## src/hdl/asmon_pkg.sv

```systemverilog
// asmon_pkg: shared constants, register indexes and field widths for the
// ambient sensor monitor. Depends on nothing; used by ambient_sensor_monitor_unit.
`timescale 1ns / 1ps

package asmon_pkg;

   // filter and seeding
   localparam int unsigned FILTER_BITS  = 3;
   localparam logic [3:0]  SEED_SAMPLES = 4'd8;
   localparam int unsigned SEED_LOG2    = $clog2(SEED_SAMPLES);

   // field widths
   localparam int unsigned LIGHT_W = 12;
   localparam int unsigned FILT_W  = 15;
   localparam int unsigned RAW_W   = 20;
   localparam int unsigned TEMP_W  = 9;
   localparam int unsigned HUM_W   = 7;
   localparam int unsigned REQ_W   = 64;
   localparam int unsigned RSP_W   = 56;
   localparam int unsigned ADDR_W  = 4;

   // light outputs
   localparam logic [11:0] DUTY_FLOOR = 12'd100;

   // frame decode
   localparam int unsigned BUSY_BIT = 7;

   // fixed point conversion, 20 fractional bits
   localparam logic [27:0] TEMP_SCALE  = 28'd200;
   localparam logic [27:0] TEMP_OFFSET = 28'd52428800;   // 50 << 20
   localparam logic [7:0]  TEMP_BIAS   = 8'd50;
   localparam logic [26:0] HUM_SCALE   = 27'd100;

   // reset values
   localparam logic [19:0] TEMP_RAW_RESET = 20'd262144;  // zero degrees
   localparam logic [5:0]  TEMP_LIMIT_RESET = 6'd28;
   localparam logic [6:0]  HUM_LOW_RESET    = 7'd40;
   localparam logic [6:0]  HUM_HIGH_RESET   = 7'd80;
   localparam logic [11:0] DARK_LIMIT_RESET = 12'd800;

   // item kinds on req_tuser
   localparam logic OP_LIGHT = 1'b0;
   localparam logic OP_FRAME = 1'b1;

   // register index, byte address bits [3:2]
   typedef enum logic [1:0] {
      REG_TEMP_LIMIT = 2'd0,
      REG_HUM_LOW    = 2'd1,
      REG_HUM_HIGH   = 2'd2,
      REG_DARK_LIMIT = 2'd3
   } reg_index_type;

endpackage

```

## src/hdl/ambient_sensor_monitor_unit.sv

```systemverilog
// ambient_sensor_monitor_unit: light filter and humidity/temperature monitor.
// Depends on asmon_pkg for constants and register indexes.
`timescale 1ns / 1ps

// Usage
// req channel: one item per handshake; req_tuser selects a light sample (0)
//   or a six-byte sensor frame (1). Light state and raw climate values are
//   updated at the edge the item is accepted.
// rsp channel: one result per item once the first eight light samples have
//   seeded the filter; items during seeding (including the eighth sample)
//   give no result. Busy frames leave the state alone but still give a result.
// Order: an accepted item updates the state registers at the edge it is taken;
//   its result then enters the output register once that register is empty or read.
// Throughput: one item per cycle while rsp_tready is high; the conversion is
//   one 20x8 multiply and a compare per climate value between the state
//   registers and the output register.
// Stall: one held item in the middle stage plus the output register; req_tready
//   drops only while both are full and rsp_tready is low.
// Reset: synchronous, clears the seeding state, the filter, the raw climate
//   values (temperature reads zero degrees) and loads the register defaults.
// csr: APB-style, registers at byte addresses 0, 4, 8, 12; write only while idle.
module ambient_sensor_monitor_unit (
   input  logic        clock,
   input  logic        reset,
   // request channel
   input  logic        req_tvalid,
   output logic        req_tready,
   // light_sample[11:0], frame_status[19:12], frame_byte1[27:20],
   // frame_byte2[35:28], frame_byte3[43:36], frame_byte4[51:44],
   // frame_byte5[59:52], zero[63:60]
   input  logic [63:0] req_tdata,
   // op[0]
   input  logic        req_tuser,
   // result channel
   output logic        rsp_tvalid,
   input  logic        rsp_tready,
   // light_level[11:0], backlight_duty[23:12], led_level[35:24],
   // temperature_c[44:36], humidity_pct[51:45], hot[52], dry[53],
   // dark[54], warning[55]
   output logic [55:0] rsp_tdata,
   // configuration port
   input  logic        csr_psel,
   input  logic        csr_penable,
   input  logic        csr_pwrite,
   input  logic [3:0]  csr_paddr,
   input  logic [31:0] csr_pwdata,
   output logic [31:0] csr_prdata,
   output logic        csr_pready
);

   // configuration registers
   logic [5:0]  temp_limit_ff;
   logic [6:0]  hum_low_ff;
   logic [6:0]  hum_high_ff;
   logic [11:0] dark_limit_ff;
   logic        csr_write;
   asmon_pkg::reg_index_type csr_index;

   // item state
   logic [3:0]  seed_count_ff, seed_count_in;
   logic [14:0] seed_sum_ff, seed_sum_in;
   logic [14:0] filter_ff, filter_in;
   logic [19:0] temp_raw_ff, temp_raw_in;
   logic [19:0] hum_raw_ff, hum_raw_in;
   logic        mid_valid_ff, mid_valid_in;
   logic        rsp_valid_ff, rsp_valid_in;
   logic [55:0] rsp_data_ff, rsp_data_in;

   // input decode
   logic        accept;
   logic        advance;
   logic        seeding;
   logic [11:0] sample;
   logic [7:0]  frame_status;
   logic [7:0]  byte1, byte2, byte3, byte4, byte5;
   logic [3:0]  count_next;
   logic [14:0] sum_next;

   // conversion
   logic [11:0] light;
   logic [11:0] led;
   logic [11:0] duty;
   logic [27:0] t_scaled;
   logic [27:0] t_above;
   logic [27:0] t_below;
   logic signed [8:0] t_deg;
   logic [26:0] h_scaled;
   logic [6:0]  h_pct;
   logic        hot, dry, dark, warn;

   // ---------------- configuration port ----------------
   assign csr_pready = 1'b1;
   assign csr_index  = asmon_pkg::reg_index_type'(csr_paddr[3:2]);
   assign csr_write  = csr_psel && csr_penable && csr_pwrite && csr_pready;

   // register writes
   always_ff @(posedge clock) begin
      if (reset) begin
         temp_limit_ff <= asmon_pkg::TEMP_LIMIT_RESET;
         hum_low_ff    <= asmon_pkg::HUM_LOW_RESET;
         hum_high_ff   <= asmon_pkg::HUM_HIGH_RESET;
         dark_limit_ff <= asmon_pkg::DARK_LIMIT_RESET;
      end else if (csr_write) begin
         case (csr_index)
            asmon_pkg::REG_TEMP_LIMIT: temp_limit_ff <= csr_pwdata[5:0];
            asmon_pkg::REG_HUM_LOW:    hum_low_ff    <= csr_pwdata[6:0];
            asmon_pkg::REG_HUM_HIGH:   hum_high_ff   <= csr_pwdata[6:0];
            asmon_pkg::REG_DARK_LIMIT: dark_limit_ff <= csr_pwdata[11:0];
            default: ;
         endcase
      end
   end

   // register read mux
   always_comb begin
      case (csr_index)
         asmon_pkg::REG_TEMP_LIMIT: csr_prdata = {26'd0, temp_limit_ff};
         asmon_pkg::REG_HUM_LOW:    csr_prdata = {25'd0, hum_low_ff};
         asmon_pkg::REG_HUM_HIGH:   csr_prdata = {25'd0, hum_high_ff};
         asmon_pkg::REG_DARK_LIMIT: csr_prdata = {20'd0, dark_limit_ff};
         default:                   csr_prdata = 32'd0;
      endcase
   end

   // ---------------- handshake ----------------
   assign advance    = !rsp_valid_ff || rsp_tready;
   assign req_tready = !mid_valid_ff || advance;
   assign accept     = req_tvalid && req_tready;
   assign rsp_tvalid = rsp_valid_ff;
   assign rsp_tdata  = rsp_data_ff;

   // ---------------- state update on accept ----------------
   assign sample       = req_tdata[11:0];
   assign frame_status = req_tdata[19:12];
   assign byte1        = req_tdata[27:20];
   assign byte2        = req_tdata[35:28];
   assign byte3        = req_tdata[43:36];
   assign byte4        = req_tdata[51:44];
   assign byte5        = req_tdata[59:52];

   assign seeding    = seed_count_ff < asmon_pkg::SEED_SAMPLES;
   assign count_next = seed_count_ff + 4'd1;
   assign sum_next   = seed_sum_ff + {3'd0, sample};

   always_comb begin
      seed_count_in = seed_count_ff;
      seed_sum_in   = seed_sum_ff;
      filter_in     = filter_ff;
      temp_raw_in   = temp_raw_ff;
      hum_raw_in    = hum_raw_ff;
      if (accept) begin
         if (req_tuser == asmon_pkg::OP_LIGHT) begin
            if (seeding) begin
               // seed: sum samples, load the average once the count is full
               seed_sum_in   = sum_next;
               seed_count_in = count_next;
               if (count_next >= asmon_pkg::SEED_SAMPLES) begin
                  filter_in = (sum_next >> asmon_pkg::SEED_LOG2) << asmon_pkg::FILTER_BITS;
               end
            end else begin
               // exponential average, wraps in 15 bits
               filter_in = filter_ff - (filter_ff >> asmon_pkg::FILTER_BITS)
                           + {3'd0, sample};
            end
         end else if (!frame_status[asmon_pkg::BUSY_BIT]) begin
            // idle sensor frame: unpack raw humidity and temperature
            hum_raw_in  = {byte1, byte2, byte3[7:4]};
            temp_raw_in = {byte3[3:0], byte4, byte5};
         end
      end
   end

   // middle stage holds a pending result slot
   always_comb begin
      if (accept) begin
         mid_valid_in = !seeding;
      end else if (advance) begin
         mid_valid_in = 1'b0;
      end else begin
         mid_valid_in = mid_valid_ff;
      end
   end

   always_ff @(posedge clock) begin
      if (reset) begin
         seed_count_ff <= 4'd0;
         seed_sum_ff   <= 15'd0;
         filter_ff     <= 15'd0;
         temp_raw_ff   <= asmon_pkg::TEMP_RAW_RESET;
         hum_raw_ff    <= 20'd0;
         mid_valid_ff  <= 1'b0;
      end else begin
         seed_count_ff <= seed_count_in;
         seed_sum_ff   <= seed_sum_in;
         filter_ff     <= filter_in;
         temp_raw_ff   <= temp_raw_in;
         hum_raw_ff    <= hum_raw_in;
         mid_valid_ff  <= mid_valid_in;
      end
   end

   // ---------------- conversion from state ----------------
   // light outputs
   assign light = 12'(filter_ff >> asmon_pkg::FILTER_BITS);
   assign led   = ~light;
   assign duty  = (led < asmon_pkg::DUTY_FLOOR) ? asmon_pkg::DUTY_FLOOR : led;
   assign dark  = light > dark_limit_ff;

   // temperature: raw * 200 / 2^20 - 50, truncated toward zero
   assign t_scaled = {8'd0, temp_raw_ff} * asmon_pkg::TEMP_SCALE;
   assign t_above  = t_scaled - asmon_pkg::TEMP_OFFSET;
   assign t_below  = asmon_pkg::TEMP_OFFSET - t_scaled;
   always_comb begin
      if (t_scaled >= asmon_pkg::TEMP_OFFSET) begin
         t_deg = signed'({1'b0, t_above[27:20]});
      end else begin
         t_deg = signed'(9'd0 - {1'b0, t_below[27:20]});
      end
   end
   assign hot = t_scaled[27:20] >= ({2'd0, temp_limit_ff} + asmon_pkg::TEMP_BIAS);

   // humidity: raw * 100 / 2^20, floor
   assign h_scaled = {7'd0, hum_raw_ff} * asmon_pkg::HUM_SCALE;
   assign h_pct    = h_scaled[26:20];
   assign dry      = h_pct < hum_low_ff;
   assign warn     = hot || (h_pct >= hum_high_ff);

   assign rsp_data_in = {warn, dark, dry, hot, h_pct, t_deg, led, duty, light};

   // ---------------- output register ----------------
   assign rsp_valid_in = advance ? mid_valid_ff : rsp_valid_ff;

   always_ff @(posedge clock) begin
      if (reset) begin
         rsp_valid_ff <= 1'b0;
      end else begin
         rsp_valid_ff <= rsp_valid_in;
      end
   end

   always_ff @(posedge clock) begin
      if (advance) begin
         rsp_data_ff <= rsp_data_in;
      end
   end

   // ---------------- assertions ----------------
   // a full pipe with a stalled receiver takes no new item
   a_no_accept_when_full: assert property (@(posedge clock) disable iff (reset)
      (mid_valid_ff && rsp_valid_ff && !rsp_tready) |-> !req_tready)
      else $error("item accepted while pipe full");

   // nothing is pending for output until seeding is over
   a_no_result_seeding: assert property (@(posedge clock) disable iff (reset)
      (seed_count_ff < asmon_pkg::SEED_SAMPLES) |-> (!mid_valid_ff && !rsp_valid_ff))
      else $error("result pending during seeding");

   // seed counter stops at the seed length
   a_seed_count_bound: assert property (@(posedge clock) disable iff (reset)
      seed_count_ff <= asmon_pkg::SEED_SAMPLES)
      else $error("seed count past limit");

   // a pending result with a free output stage and no new item moves on at the next edge
   a_mid_drains: assert property (@(posedge clock) disable iff (reset)
      (mid_valid_ff && advance && !accept) |=> !mid_valid_ff)
      else $error("middle stage did not drain");

endmodule
```

## config.mk

```make
export PLATFORM = sky130hd
export DESIGN_NAME = ambient_sensor_monitor_unit
export DESIGN_NICKNAME = d
export VERILOG_FILES = /design/src/hdl/asmon_pkg.sv /design/src/hdl/ambient_sensor_monitor_unit.sv
export SDC_FILE = /design/constraint.sdc
export NUM_CORES = 1
export LEC_CHECK = 0
export BUFFER_PORTS_ARGS = -buffer_cell sky130_fd_sc_hd__buf_2
export CORE_UTILIZATION = 43
export CTS_CLUSTER_SIZE = 24
export DETAILED_ROUTE_END_ITERATION = 10
export SLEW_MARGIN = 15
export SYNTH_ARGS = -nofsm -noshare
export SYNTH_HDL_FRONTEND = slang
export SYNTH_SLANG_ARGS = --single-unit
```

## constraint.sdc

```tcl
create_clock -name clock -period 5.7 [get_ports clock]
set_input_delay 1.71 -clock clock [delete_from_list [all_inputs] [get_ports clock]]
set_output_delay 1.71 -clock clock [all_outputs]
set_load 0.1 [all_outputs]
```

==> reports/summary.txt <==
clk_skew = 0.0132 ns
leakage = 7.09 nW
Placed Cells = 1,965
vias = 10,130
critical path startpoint category = flip-flop
first-pass GRT wire length = 48,900 um
Worst EP required = 5.89 ns
Cell Area, Synth = 12,900 um^2
maximum VDD drop = 0.129 mV
register bit count reported by yosys = 164
Netlist cell types = 82
Ys Warns = 0
highest metal used = met4
I/O Buffers = 144
drt first pass iters = 7
crit path launch = temp_raw_ff[7]$_SDFFE_PP0P_
TritonCTS buffer count = 17
total power = 3.35 mW
post_cts resized = 0
worst path arrival time = 5.55 ns
Die Width = 175 um
final hold violations = 0
final hold slack = 0.454 ns
initial antenna violation count = 1
met1 wire length = 13,900 um
Reg clk slew, reported paths = 0.07 ns
post-route DRC violation count = 0
sequential area share after synthesis = 29.8%
R2R cell count = 22
Synth Instances = 1,469
setup TNS = 0 ns
pwr dens = 231 nW/um^2
fin nets = 1,941
fmax = 0.187 GHz
worst hold-check path type = reg -> reg
Syn Area/Cell = 8.80 um^2
reg2reg end = rsp_tdata[55]$_DFFE_PP_
HPWL Detailed = 23,400 um
drt total wl = 30,200 um
largest net degree at the start of global routing = 78
CTS tree = yes
most frequent cells in the layout = inv_1, ha_1, nand2_1
period utilisation layout = 94.1%
max_cap viols = 0
io pins = 199
Most used DFF post-synth = dfxtp_1
run status = finished, final reports clean
WL met2 = 14,700 um
metal3 WL = 1030 um
Initial Utilization = 43.6%
remaining global-route overflow = 0
Clock Tree Buf Depth = 2
fin util = 49.0%
crit path kind = reg -> reg
Layout area overhead = 12.4%
asr flop ratio synth = 0%
Clock Sinks = 164
Chip Height = 175 um
Slew Limit Headroom = 39.1%
share of cells above drive strength 1 = 13.4%
number of synthesized flops with an enable pin = 56
Routed Antenna Nets = 0
Final setup viols = 0
Least-Margin Pin Slew = 0.910 ns
Final GP Congestion = 0.852
RSZ-0062 raised after global routing = false
most common cell after layout, fill and taps aside = inv_1
GRT Util Overall = 20.1%
CP Capture Point = rsp_tdata[55]$_DFFE_PP_
final std cells w/o fill = 1,998
FF-to-FF Start = temp_raw_ff[7]$_SDFFE_PP0P_
hold_buf cts = 0
worst reg-to-reg setup slack = 0.34 ns
routed length per instance = 15.1 um
crit-path max FO = 12
1st-iter DRT viols = 507
area of the core = 29,600 um^2
min Tclk post-route = 5.36 ns
postcts setup bufs = 0
Die ar. = 30,700 um^2
# rows = 63
Clock Latency Late Sink = 0.44 ns
routed vias/inst = 5.07
clk root buf = clkbuf_16
CP Capture Type = flip-flop
fin. max-slew vios = 0
H-Tree Depth = 4
vias in the first global route = 9,823
final cells by class:
type / instances / area, um^2
inverter: 241 / 905
multi-input combinational: 1015 / 7890
clock inverter: 14 / 161
timing repair buffer: 155 / 806
antenna: 1 / 2.50
fill: 2904 / 15100
tap: 390 / 488
clock buffer: 18 / 429
sequential: 164 / 3840
registers in the layout, summed over array words and instances, names as in the netlist:
register       flops
dark_limit_ff     12
filter_ff         15
hum_high_ff        7
hum_low_ff         7
hum_raw_ff        20
mid_valid_ff       1
rsp_tdata         56
rsp_tvalid         1
seed_count_ff      4
seed_sum_ff       15
temp_limit_ff      6
temp_raw_ff       20
power by group:
part	internal (mW)	leakage, nW	switching, mW
Clock	0.659	0.288	0.532
Sequential	1.26	1.45	0.0253
Combinational	0.253	5.35	0.622
synthesized netlist by cell type, drive strengths merged, types with 7 or more instances:
library cell,n,area (um^2)
mux2i,16,160
o31ai,7,57.6
and3,10,62.6
o21ai,37,185
nor2,92,345
clkbuf,37,140
fa,42,841
xor2,17,149
nor3,17,85.1
edfxtp,56,1680
nand2b,12,75.1
nand4,11,68.8
or3,8,50.1
a21o,29,233
xnor2,38,340
dfxtp,108,2160
o211ai,7,52.6
a211o,15,131
a21oi,111,559
a31oi,11,83.8
nand3,26,140
nand2,173,649
nor4,7,62.6
a211oi,15,123
buf,31,223
ha,197,2460
nor2b,15,93.8
inv,241,905
routing by layer:
| metal | vias up | GRT usage [%] |
|---|---|---|
| li1 | 5181 | - |
| met1 | 4745 | 25.4 |
| met2 | 175 | 34.7 |
| met3 | 29 | 3.03 |
| met4 | 0 | 6.92 |
| met5 | - | 0 |
kinds of logic (layout without fill, tap and decap cells):
family / count (synthesis) / count (layout) / synth area share [%]
other cells: 2 / 22 / 0.0581
fa+ha+maj: 239 / 239 / 25.6
flops: 164 / 164 / 29.8
xor+xnor: 55 / 55 / 3.79
compound gates: 274 / 274 / 14.0
mux: 24 / 24 / 2.49
buf+inv: 309 / 428 / 9.81
simple gates: 402 / 402 / 14.6
worst max-delay path: stages (launching register included):
cell and delay (ns):
dfxtp_1 0.34, ha_1 0.31, ha_1 0.28, inv_1 0.05, fa_1 0.49, inv_1 0.04, ha_1 0.55, nand3_1 0.15
or4_1 0.46, and2_4 0.18, a211o_1 0.26, o211a_1 0.12, inv_1 0.10, ha_1 0.23, nand2b_1 0.15, a21o_1 0.18
a21o_1 0.17, a21oi_1 0.13, nor2b_1 0.05, o21ai_0 0.17, nand2b_1 0.08, a211o_1 0.35, a211o_1 0.28
worst min-delay path by stage:
| stage | startpoint | to | cells past startpoint |
|---|---|---|---|
| 2_1_floorplan | filter_ff[0]$_SDFFE_PP0P_ | filter_ff[0]$_SDFFE_PP0P_ | 2 |
| 3_3_place_gp | filter_ff[1]$_SDFFE_PP0P_ | filter_ff[1]$_SDFFE_PP0P_ | 2 |
| 3_5_place_dp | filter_ff[0]$_SDFFE_PP0P_ | filter_ff[0]$_SDFFE_PP0P_ | 2 |
| 4_1_cts | filter_ff[0]$_SDFFE_PP0P_ | filter_ff[0]$_SDFFE_PP0P_ | 2 |
| 5_1_grt | seed_sum_ff[5]$_SDFFE_PP0P_ | seed_sum_ff[5]$_SDFFE_PP0P_ | 2 |
| 6_report | filter_ff[0]$_SDFFE_PP0P_ | filter_ff[0]$_SDFFE_PP0P_ | 2 |
stage by stage:
stage	area (um^2)	setup slack, ns
floorplan	13000	0.540
global placement	13900	0.443
detailed placement	13900	0.409
CTS	14500	0.364
global route	14500	0.0522
finish	14500	0.339
(Power assumes the default switching activity.)
